--- config.mk ---
export PLATFORM = sky130hd
export DESIGN_NAME = dna_read_minimizer_binning_core
export DESIGN_NICKNAME = d
export VERILOG_FILES = /design/src/design/mbin_pkg.sv /design/src/design/mbin_window.sv /design/src/design/mbin_minsel.sv /design/src/design/dna_read_minimizer_binning_core.sv
export VERILOG_INCLUDE_DIRS = /design/src /design/src/design
export SDC_FILE = /design/constraint.sdc
export NUM_CORES = 1
export LEC_CHECK = 0
export ABC_AREA = 1
export BUFFER_PORTS_ARGS = -buffer_cell sky130_fd_sc_hd__clkbuf_2
export CAP_MARGIN = 10
export CELL_PAD_IN_SITES_DETAIL_PLACEMENT = 0
export CELL_PAD_IN_SITES_GLOBAL_PLACEMENT = 2
export CORE_ASPECT_RATIO = 2
export CORE_MARGIN = 2
export CORE_UTILIZATION = 30
export DETAILED_ROUTE_END_ITERATION = 8
export PLACE_DENSITY_LB_ADDON = 0.25
export SYNTH_ARGS = -nofsm -noshare
export SYNTH_HDL_FRONTEND = slang
export SYNTH_HIERARCHICAL = 1
export SYNTH_SLANG_ARGS = --single-unit
--- constraint.sdc ---
create_clock -name clk -period 6.8 [get_ports clk]
set_input_delay 0.68 -clock clk [delete_from_list [all_inputs] [get_ports clk]]
set_output_delay 0.68 -clock clk [all_outputs]
set_load 0.05 [all_outputs]
--- src/design/assert_macros.svh ---
// Assertion macros shared by the minimizer binning RTL.
// Every macro samples on clk and is disabled while rst_n is low.
`ifndef ASSERT_MACROS_SVH
`define ASSERT_MACROS_SVH

// Checks a property on every rising clock edge outside reset.
`define ASSERT_CLK(label, prop, msg) \
  label: assert property (@(posedge clk) disable iff (!rst_n) prop) else $error(msg);

// Checks that a condition in one cycle implies a consequence in the next cycle.
`define ASSERT_NEXT(label, cond, conseq, msg) \
  label: assert property (@(posedge clk) disable iff (!rst_n) (cond) |=> (conseq)) \
    else $error(msg);

`endif

--- src/design/mbin_pkg.sv ---
// Types and constants shared by the minimizer binning modules.
// No dependencies.
`default_nettype none

package mbin_pkg;

  localparam int SYM_W = 8;
  localparam int LEN_W = 11;
  localparam int BIN_W = 30;
  localparam int CFG_IDX_W = 2;
  localparam int CFG_DATA_W = 8;
  localparam int K_W = 4;
  localparam int SKIP_W = 8;
  localparam int RUN_MAX = 15;
  localparam int K_MIN = 4;

  localparam logic [CFG_IDX_W-1:0] CFG_SIGNATURE_LEN = 2'd0;
  localparam logic [CFG_IDX_W-1:0] CFG_SUFFIX_LEN    = 2'd1;
  localparam logic [CFG_IDX_W-1:0] CFG_SKIP_ZONE     = 2'd2;
  localparam logic [CFG_IDX_W-1:0] CFG_USE_REV       = 2'd3;

  localparam logic [SYM_W-1:0] ASCII_A = 8'h41;
  localparam logic [SYM_W-1:0] ASCII_C = 8'h43;
  localparam logic [SYM_W-1:0] ASCII_G = 8'h47;
  localparam logic [SYM_W-1:0] ASCII_T = 8'h54;

  localparam logic [1:0] BASE_A = 2'd0;
  localparam logic [1:0] BASE_C = 2'd1;
  localparam logic [1:0] BASE_G = 2'd2;
  localparam logic [1:0] BASE_T = 2'd3;

  typedef struct packed {
    logic             fwd_ok;
    logic             rev_ok;
    logic [BIN_W-1:0] fwd_code;
    logic [BIN_W-1:0] rev_code;
  } cand_t;

  typedef struct packed {
    logic [BIN_W-1:0] bin_index;
    logic             to_n_bin;
    logic             reverse_chosen;
  } res_t;

endpackage

`default_nettype wire

--- src/design/mbin_window.sv ---
// Rolling forward and reverse-complement k-mers, run count and read position.
// Flags each step's windows as forward and reverse candidates. Uses mbin_pkg.
`default_nettype none

module mbin_window
  import mbin_pkg::*;
#(
  parameter int KMAX = 15,
  parameter int PW   = 10,
  parameter int PMAX = 1023
) (
  input  wire logic              clk,
  input  wire logic              rst_n,
  input  wire logic              step,
  input  wire logic [SYM_W-1:0]  sym,
  input  wire logic [LEN_W-1:0]  len,
  input  wire logic              last,
  input  wire logic [K_W-1:0]    k_eff,
  input  wire logic [SKIP_W-1:0] skip,
  output cand_t                  cand
);

  `include "assert_macros.svh"

  localparam int KW = 2 * KMAX;
  localparam int CW = ((PW > LEN_W) ? PW : LEN_W) + 2;
  localparam logic [PW-1:0] POS_LAST = PW'(PMAX);

  logic [KW-1:0]    fwd_r, fwd_nxt;
  logic [KW-1:0]    rev_r, rev_nxt;
  logic [K_W-1:0]   run_r, run_nxt;
  logic [PW-1:0]    pos_r, pos_nxt;
  logic [KW-1:0]    kmask;
  logic [KW-1:0]    fwd_sh, rev_sh;
  logic [1:0]       code;
  logic             sym_ok;
  logic             triple;
  logic [5:0]       grp;
  logic [CW-1:0]    p1;
  logic             fwd_in, rev_in, base_ok;

  always_comb begin
    case (sym)
      ASCII_A: begin code = BASE_A; sym_ok = 1'b1; end
      ASCII_C: begin code = BASE_C; sym_ok = 1'b1; end
      ASCII_G: begin code = BASE_G; sym_ok = 1'b1; end
      ASCII_T: begin code = BASE_T; sym_ok = 1'b1; end
      default: begin code = BASE_A; sym_ok = 1'b0; end
    endcase
  end

  always_comb begin
    for (int j = 0; j < KW; j++) begin
      kmask[j] = (j < 2 * int'(k_eff));
    end
    fwd_sh = {fwd_r[KW-3:0], code};
    rev_sh = rev_r >> 2;
    for (int j = 0; j < KMAX; j++) begin
      if (j == int'(k_eff) - 1) begin
        rev_nxt[2*j +: 2] = ~code;
      end else begin
        rev_nxt[2*j +: 2] = rev_sh[2*j +: 2];
      end
    end
    rev_nxt = rev_nxt & kmask;
    fwd_nxt = fwd_sh & kmask;
    run_nxt = (run_r == K_W'(RUN_MAX)) ? run_r : run_r + 1'b1;
  end

  always_comb begin
    triple = 1'b0;
    for (int i = 0; i + 3 <= KMAX; i++) begin
      grp = fwd_nxt[2*i +: 6];
      if ((i + 3 <= int'(k_eff)) && (grp[5:4] == grp[3:2]) && (grp[3:2] == grp[1:0])) begin
        triple = 1'b1;
      end
    end
  end

  always_comb begin
    p1      = CW'(pos_r) + 1'b1;
    fwd_in  = (p1 + CW'(skip)) <= CW'(len);
    rev_in  = (p1 >= (CW'(skip) + CW'(k_eff))) && (p1 <= CW'(len));
    base_ok = sym_ok && (run_nxt >= k_eff) && !triple;
    cand.fwd_ok   = base_ok && fwd_in;
    cand.rev_ok   = base_ok && rev_in;
    cand.fwd_code = BIN_W'(fwd_nxt);
    cand.rev_code = BIN_W'(rev_nxt);
    pos_nxt = (pos_r == POS_LAST) ? pos_r : pos_r + 1'b1;
  end

  always_ff @(posedge clk) begin
    if (!rst_n) begin
      fwd_r <= '0;
      rev_r <= '0;
      run_r <= '0;
      pos_r <= '0;
    end else if (step) begin
      if (last) begin
        fwd_r <= '0;
        rev_r <= '0;
        run_r <= '0;
        pos_r <= '0;
      end else begin
        pos_r <= pos_nxt;
        if (sym_ok) begin
          fwd_r <= fwd_nxt;
          rev_r <= rev_nxt;
          run_r <= run_nxt;
        end else begin
          run_r <= '0;
        end
      end
    end
  end

  `ASSERT_NEXT(a_run_counts, step && sym_ok && !last, run_r != '0, "run count lost after a valid base")
  `ASSERT_NEXT(a_read_cleared, step && last, pos_r == '0 && run_r == '0, "window state not cleared")

endmodule

`default_nettype wire

--- src/design/mbin_minsel.sv ---
// Per-read forward and reverse minimum tracking and the final bin choice.
// Takes candidates from mbin_window. Uses mbin_pkg.
`default_nettype none

module mbin_minsel
  import mbin_pkg::*;
#(
  parameter int KMAX = 15
) (
  input  wire logic           clk,
  input  wire logic           rst_n,
  input  wire logic           step,
  input  wire logic           last,
  input  cand_t               cand,
  input  wire logic [K_W-1:0] s_eff,
  input  wire logic           use_rev,
  output res_t                res
);

  `include "assert_macros.svh"

  localparam int KW = 2 * KMAX;

  logic [KW-1:0] fmin_r, rmin_r, fmin_v, rmin_v;
  logic          ffound_r, rfound_r, ffound_v, rfound_v;
  logic [KW-1:0] fcode, rcode, smask, fm, rm;
  logic          ftake, rtake;

  always_comb begin
    fcode = KW'(cand.fwd_code);
    rcode = KW'(cand.rev_code);
    ftake = cand.fwd_ok && (!ffound_r || fcode < fmin_r);
    rtake = cand.rev_ok && (!rfound_r || rcode < rmin_r);
    fmin_v   = ftake ? fcode : fmin_r;
    rmin_v   = rtake ? rcode : rmin_r;
    ffound_v = ffound_r || ftake;
    rfound_v = rfound_r || rtake;
    for (int j = 0; j < KW; j++) begin
      smask[j] = (j < 2 * int'(s_eff));
    end
    fm = fmin_v & smask;
    rm = rmin_v & smask;
    if (use_rev && rfound_v && (!ffound_v || rm < fm)) begin
      res.bin_index      = BIN_W'(rm);
      res.to_n_bin       = 1'b0;
      res.reverse_chosen = 1'b1;
    end else if (ffound_v) begin
      res.bin_index      = BIN_W'(fm);
      res.to_n_bin       = 1'b0;
      res.reverse_chosen = 1'b0;
    end else begin
      res.bin_index      = '0;
      res.to_n_bin       = 1'b1;
      res.reverse_chosen = 1'b0;
    end
  end

  always_ff @(posedge clk) begin
    if (!rst_n) begin
      fmin_r   <= '0;
      rmin_r   <= '0;
      ffound_r <= 1'b0;
      rfound_r <= 1'b0;
    end else if (step) begin
      if (last) begin
        fmin_r   <= '0;
        rmin_r   <= '0;
        ffound_r <= 1'b0;
        rfound_r <= 1'b0;
      end else begin
        fmin_r   <= fmin_v;
        rmin_r   <= rmin_v;
        ffound_r <= ffound_v;
        rfound_r <= rfound_v;
      end
    end
  end

  `ASSERT_NEXT(a_found_cleared, step && last, !ffound_r && !rfound_r, "minimum flags not cleared")
  `ASSERT_CLK(a_fmin_zero, !ffound_r |-> fmin_r == '0, "forward minimum set without a candidate")

endmodule

`default_nettype wire

--- src/design/dna_read_minimizer_binning_core.sv ---
// Top level of the read minimizer binning core: input register, configuration
// registers, output register. Uses mbin_pkg, mbin_window and mbin_minsel.
//
//   channel  direction  fields
//   in_      slave      tdata: symbol, read_length; tlast: last_symbol
//   out_     master     tdata: bin_index; tuser: to_n_bin, reverse_chosen
//   cfg_     write      index 0..3, data up to 8 bits
//
// One base beat is taken every cycle unless a last beat waits on a stalled result.
// A read's result is registered when its last base beat leaves the input register.
// rst_n is synchronous; it restores the register defaults and clears the read.
// A stalled result holds only the stage behind it when that stage has a last beat.
`default_nettype none

module dna_read_minimizer_binning_core
  import mbin_pkg::*;
#(
  parameter int MAX_SIGNATURE_LEN = 15,
  parameter int MAX_READ_LEN      = 1024
) (
  input  wire logic                  clk,
  input  wire logic                  rst_n,
  input  wire logic                  in_tvalid,
  output logic                       in_tready,
  input  wire logic [23:0]           in_tdata,   // [7:0] symbol, [18:8] read_length
  input  wire logic                  in_tlast,
  output logic                       out_tvalid,
  input  wire logic                  out_tready,
  output logic [31:0]                out_tdata,  // [29:0] bin_index
  output logic [1:0]                 out_tuser,  // [0] to_n_bin, [1] reverse_chosen
  input  wire logic                  cfg_we,
  input  wire logic [CFG_IDX_W-1:0]  cfg_index,
  input  wire logic [CFG_DATA_W-1:0] cfg_wdata
);

  `include "assert_macros.svh"

  localparam int PW = $clog2(MAX_READ_LEN);

  logic [K_W-1:0]    sig_len_r, suf_len_r;
  logic [SKIP_W-1:0] skip_r;
  logic              use_rev_r;
  logic              v1_r;
  logic [SYM_W-1:0]  sym_r;
  logic [LEN_W-1:0]  len_r;
  logic              last_r;
  logic              out_valid_r;
  res_t              out_res_r;
  logic              out_free, s1_go;
  logic [K_W-1:0]    k_eff, s_eff;
  cand_t             cand;
  res_t              res;

  always_ff @(posedge clk) begin
    if (!rst_n) begin
      sig_len_r <= K_W'(8);
      suf_len_r <= K_W'(8);
      skip_r    <= '0;
      use_rev_r <= 1'b0;
    end else if (cfg_we) begin
      case (cfg_index)
        CFG_SIGNATURE_LEN: sig_len_r <= cfg_wdata[K_W-1:0];
        CFG_SUFFIX_LEN:    suf_len_r <= cfg_wdata[K_W-1:0];
        CFG_SKIP_ZONE:     skip_r    <= cfg_wdata[SKIP_W-1:0];
        CFG_USE_REV:       use_rev_r <= cfg_wdata[0];
        default:           ;
      endcase
    end
  end

  always_comb begin
    if (sig_len_r < K_W'(K_MIN)) begin
      k_eff = K_W'(K_MIN);
    end else if (sig_len_r > K_W'(MAX_SIGNATURE_LEN)) begin
      k_eff = K_W'(MAX_SIGNATURE_LEN);
    end else begin
      k_eff = sig_len_r;
    end
    if (suf_len_r == '0) begin
      s_eff = K_W'(1);
    end else if (suf_len_r > k_eff) begin
      s_eff = k_eff;
    end else begin
      s_eff = suf_len_r;
    end
  end

  assign out_free  = !out_valid_r || out_tready;
  assign s1_go     = v1_r && (!last_r || out_free);
  assign in_tready = !v1_r || s1_go;

  always_ff @(posedge clk) begin
    if (!rst_n) begin
      v1_r <= 1'b0;
    end else if (in_tready) begin
      v1_r <= in_tvalid;
    end
  end

  always_ff @(posedge clk) begin
    if (in_tvalid && in_tready) begin
      sym_r  <= in_tdata[SYM_W-1:0];
      len_r  <= in_tdata[SYM_W +: LEN_W];
      last_r <= in_tlast;
    end
  end

  mbin_window #(
    .KMAX (MAX_SIGNATURE_LEN),
    .PW   (PW),
    .PMAX (MAX_READ_LEN - 1)
  ) u_window (
    .clk   (clk),
    .rst_n (rst_n),
    .step  (s1_go),
    .sym   (sym_r),
    .len   (len_r),
    .last  (last_r),
    .k_eff (k_eff),
    .skip  (skip_r),
    .cand  (cand)
  );

  mbin_minsel #(
    .KMAX (MAX_SIGNATURE_LEN)
  ) u_minsel (
    .clk     (clk),
    .rst_n   (rst_n),
    .step    (s1_go),
    .last    (last_r),
    .cand    (cand),
    .s_eff   (s_eff),
    .use_rev (use_rev_r),
    .res     (res)
  );

  always_ff @(posedge clk) begin
    if (!rst_n) begin
      out_valid_r <= 1'b0;
    end else if (s1_go && last_r) begin
      out_valid_r <= 1'b1;
    end else if (out_tready) begin
      out_valid_r <= 1'b0;
    end
  end

  always_ff @(posedge clk) begin
    if (s1_go && last_r) begin
      out_res_r <= res;
    end
  end

  assign out_tvalid = out_valid_r;
  assign out_tdata  = {2'b00, out_res_r.bin_index};
  assign out_tuser  = {out_res_r.reverse_chosen, out_res_r.to_n_bin};

  `ASSERT_CLK(a_nbin_clean, out_valid_r && out_res_r.to_n_bin |-> out_res_r.bin_index == '0 && !out_res_r.reverse_chosen, "N bin result carries data")
  `ASSERT_CLK(a_result_source, out_valid_r && !$past(out_valid_r) |-> $past(s1_go && last_r), "result without a last beat")
  `ASSERT_NEXT(a_last_waits, v1_r && last_r && !out_free, v1_r && $stable(sym_r), "last beat dropped while output full")

endmodule

`default_nettype wire
After elaboration in Yosys (flattened, before gate mapping)
Index checks and enable logic that the tools add are counted.
- muxes and demuxes: 53
- order comparisons: 83
- add/sub/neg operators: 6
- bitwise gates (word level): 5
- equal/unequal tests: 38
- reduce and logical (&&, ||, !) cells: 65
- operators with widths (cell ; number):
    $eq 5x32->1 const A ; 7
    $mux 30 ; 6
    $lt 5x5->1 const A ; 28
    $eq 4x32->1 const A ; 4
    $and 30x30->30 ; 4
    $lt 30x30->1 ; 3
    $lt 4x5->1 const A ; 16
    $eq 3x32->1 const A ; 2
    $mux 32 ; 2
    $mux 28 ; 2
    $lt 3x5->1 const A ; 8
    $logic_and 1x1->1 ; 38
    $eq 2x32->1 const A ; 1
    $eq 8x7->1 const B ; 4
    $le 4x4->1 const A ; 8
    $logic_not 32->1 ; 1
    $mux 2 ; 15
    $eq 2x2->1 ; 14
    $mux 4 ; 7
    $le 13x11->1 ; 2
    $lt 1x5->1 const A ; 4
    $lt 2x5->1 const A ; 4
    $mux 10 ; 2
    $mux 1 ; 18
    other kinds (27) ; 50
- register bits: 205
- word-level logic and storage cells: 270
- input port bits: 40

Longest topological paths before layout
- depth in word-level cells: 31
- depth in mapped cells: 41
- depth with buffers taken out: 37

By module
The synthesis kept the hierarchy.
- modules (own cells, without submodules) (module ; instances ; area each (sq um) ; seq. area each (sq um) ; cells an instance):
    mbin_minsel ; 1 ; 5988.2 ; 1241.2 ; 1020
    mbin_window ; 1 ; 5411.4 ; 1401.3 ; 872
    dna_read_minimizer_binning_core ; 1 ; 2537.4 ; 1941.9 ; 188

Least setup slack after synthesis
No wires, ideal clock.
- path kind: register to register
- start point: reg u_window.pos_r[0]
- end point: reg out_res_r, in the netlist out_tdata[10] (data pin)
- data required time: 6.547 ns
- data arrival time: 5.087 ns
- setup time: 0.253 ns
- path buffers: 3
- stages on the path, launching flop included: 37
- slack: 1.461 ns
- path through: dfxtp_1 > ha_1 > nand2_1 > nor2_1 > xor2_1 > inv_1 > ha_1 > a21oi_1 > a21boi_0 > o21ai_0 > nand3_1 > nand2_1 > xor2_1 > ha_1 > a21oi_1 > o21bai_1 > a211oi_1 > nor2_1 > nor2_1 > nand2_2 > clkbuf_1 > buf_2 > a21oi_1 > nand2_1 > ha_1 > a21oi_1 > nor2_1 > a211oi_1 > o221a_2 > nand2_1 > nand2_1 > nand2_1 > nand2_2 > nand2_4 > buf_6 > nand2_1 > nand2_1
- RTL lines (element ; RTL line ; RTL):
    start, declared ; mbin_window.sv:32 ; logic [PW-1:0] pos_r, pos_nxt;
    start signal, assigned ; mbin_window.sv:105 ; pos_r <= pos_nxt;
    end signal, assigned ; dna_read_minimizer_binning_core.sv:149 ; out_res_r <= res;
    end, declared ; dna_read_minimizer_binning_core.sv:48 ; res_t out_res_r;

==> impl_metrics.json <==
{
  "totalWireLength_um": 47600,
  "num-nets-final": 2333,
  "grt_util_all_layers_pct": 19.9,
  "place.gp.congestion": 0.858,
  "numClockSinks": 203,
  "worstHoldPathType": "input pin to flop",
  "layout.cells.non_filler": 2733,
  "tightest_slew_ns": 0.857,
  "switching_share_pct": 27.3,
  "die-height_um": 309,
  "drt_iter0_markers": 633,
  "p_per_area_mw_per_mm2": 190,
  "routed_wire_length_per_instance_um": 17.4,
  "h-tree-depth": 1,
  "worst_ep_required_time_ns": 7.09,
  "tritoncts.num_buffers": 24,
  "netlist_instances": 2080,
  "area_growth_pct": 14.3,
  "start_kind": "flop",
  "first_global_vias": 13200,
  "clock_tree.root_cell": "sky130_fd_sc_hd__clkbuf_16",
  "synth_area_mm2": 0.0139,
  "criticalPathCategory": "flop to flop",
  "maxCapViolCount": 0,
  "die_w_um": 156,
  "p_leak_nw": 7.53,
  "filler_cell_count": 5099,
  "switching_power_w": 0.000827,
  "cts_buffer_depth": 3,
  "insertion_delay_of_the_later_clocked_pin_in_the_worst_skew_pair_ns": 0.54,
  "cpLargestDelayFamily": "simple AND/OR/NAND/NOR gates",
  "setup_crit_end_kind": "flop",
  "boundaryPins": 76,
  "die_area_mm2": 0.0483,
  "ys_seq_elements": 203,
  "dp_wirelength_um": 36800,
  "cts.reportedPaths.clkPinSlew_ns": 0.06,
  "min_period_over_period_pct": 94.0,
  "most_repeated_library_cell_on_the_critical_path": "sky130_fd_sc_hd__nand2_1",
  "share_of_layout_cells_above_drive_strength_1_pct": 8.90,
  "grt_antenna_before_repair": 0,
  "core_area_mm2": 0.0458,
  "achievable-frequency_mhz": 156,
  "cts_resized": 0,
  "clock_skew_ns": 0.00905,
  "outcome": "finished clean",
  "drt.antenna.violating_nets": 0,
  "ir_worst_vdd_v": 0.000142,
  "finalSetupViolations": 0,
  "critical_path_arrival_ns": 6.68,
  "cts_tree": "built",
  "avgViaCountPerCell": 4.86,
  "finalCriticalPeriod_ns": 6.39,
  "dr.pass1.iters": 6,
  "synth_enable_flop_cells": 52,
  "vias": 13300,
  "internal_power_w": 0.00220,
  "post_synth.cell_area_avg_um2": 6.70,
  "ys.flop_type": "sky130_fd_sc_hd__dfxtp_1",
  "grt_first_pass_wirelength_um": 73600,
  "maxSlewHeadroom_pct": 42.5,
  "async_reset_ff_share_pct": 0,
  "overflow": 0,
  "cp_num_buf_inv": 5,
  "synth.distinct_cells": 42,
  "worst_path_max_stage_delay_ns": 0.41,
  "finalPower_w": 0.00302,
  "antennaDiodeCount": 0,
  "timing_max_transition_violations_final": 0,
  "postCtsHoldBufs": 0,
  "reg_power_share_pct": 41.9,
  "portBuffers": 68,
  "grt_start_max_net_pins": 60,
  "finalCoreUtilization_pct": 34.7,
  "drcViolationCount": 0,
  "combPwrFrac_pct": 11.3,
  "start_util_pct": 30.4,
  "placedCellCount": 2690,
  "timing.critical_path.fanout_max": 25,
  "finalHoldViolations": 0,
  "clock_power_share_pct": 46.7,
  "cts_setup_buffers": 0,
  "placementRows": 111,
  "synth_sequential_area_ratio_pct": 32.9,
  "yosys_warnings": 6,
  "cp_slowest_cell": "sky130_fd_sc_hd__dfxtp_1"
}
## cells in the mapped netlist, drive strengths merged, types with 6 or more instances
cell    instances  area (µm²)
nand3          99         518
nand2         645        2440
xor2           16         148
nor2          224         856
ha            140        1750
xnor2          12         105
clkbuf         41         154
dfxtp         151        3020
nor3            6        30.0
o21ai          89         457
nand4          21         131
a21oi         219        1100
a211oi          6        45.0
o22ai          29         181
buf            31         201
inv           272        1020
edfxtp         52        1560
## through the flow
step	setup TNS, ns	area, µm²	hold WS [ns]	setup slack (ns)
global placement	0	15100	0.438	0.281
CTS	0	15900	0.280	0.246
detailed placement	0	15100	0.450	0.249
finish	0	15900	0.320	0.408
global route	-0.000133	15900	0.295	-0.000133
floorplan	0	13900	0.423	1.46
## layout make-up
| type | count | area [µm²] | share of cell area [%] |
|---|---|---|---|
| clock buffer | 32 | 722 | 4.53 |
| tap | 565 | 707 | 4.44 |
| inverter | 275 | 1030 | 6.48 |
| sequential | 203 | 4580 | 28.8 |
| multi-input combinational | 1531 | 8010 | 50.3 |
| clock inverter | 11 | 130 | 0.817 |
| timing repair buffer | 116 | 738 | 4.64 |
## power by group through the flow
stage | Combinational, W | Clock, W | Sequential, W
finish | 0.000342 | 0.00141 | 0.00127
global route | 0.000386 | 0.00151 | 0.00127
CTS | 0.000349 | 0.00147 | 0.00127
detailed placement | 0.000347 | 0 | 0.00129
global placement | 0.000345 | 0 | 0.00130
floorplan | 0.000202 | 0 | 0.00130
## state kept, by name (all words and copies together) (netlist names)
signal / flops
last_r: 1
len_r: 11
out_tdata: 30
out_tuser: 2
out_tvalid: 1
sig_len_r: 4
skip_r: 8
suf_len_r: 4
sym_r: 8
u_minsel/ffound_r: 1
u_minsel/fmin_r: 30
u_minsel/rfound_r: 1
u_minsel/rmin_r: 30
u_window/fwd_r: 28
u_window/pos_r: 10
u_window/rev_r: 28
u_window/run_r: 4
use_rev_r: 1
v1_r: 1
## cells by family (layout without fill, tap and decap cells)
logic type,Yosys count,count (layout),share of synthesized area (%)
AOI/OAI and AO/OA,359,359,13.7
xor gates and xnor gates,28,28,1.81
adders and majority gates,142,142,12.9
buffers and inverters,347,434,9.96
DFF,203,203,32.9
muxes,1,1,0.0808
other,1,2,0.0269
and+or+nand+nor,999,999,28.7
## final timing paths
| kind | slack (ns) | from | cells past startpoint | end |
|---|---|---|---|---|
| hold reg to reg | 0.46 | u_window/rev_r[29] | 2 | u_window/rev_r[29] |
| setup reg to reg | 0.41 | u_window/pos_r[0] | 34 | out_tdata[5] |
| hold / removal | 0.32 | in_tdata[8] | 1 | len_r[0] |
| setup / recovery | 0.41 | u_window/pos_r[0] | 34 | out_tdata[5] |
## layout by cell type (no fill, tap or decap), types with 21 or more instances in the layout
cell type	count
sky130_fd_sc_hd__a21oi_1	216
sky130_fd_sc_hd__buf_4	45
sky130_fd_sc_hd__clkbuf_16	25
sky130_fd_sc_hd__clkbuf_2	68
sky130_fd_sc_hd__dfxtp_1	151
sky130_fd_sc_hd__edfxtp_1	52
sky130_fd_sc_hd__ha_1	140
sky130_fd_sc_hd__inv_1	265
sky130_fd_sc_hd__nand2_1	639
sky130_fd_sc_hd__nand3_1	96
sky130_fd_sc_hd__nand4_1	21
sky130_fd_sc_hd__nor2_1	214
sky130_fd_sc_hd__o21ai_0	85
sky130_fd_sc_hd__o22ai_1	29
## layer usage
metal  GRT usage [%]  part of all wire, %
met1            20.7                   37
met2            39.5                   55
met3            2.26                  3.4
met4            8.11                  4.1
met5               0                    0
Note: power is estimated with default switching activity, not from simulation.
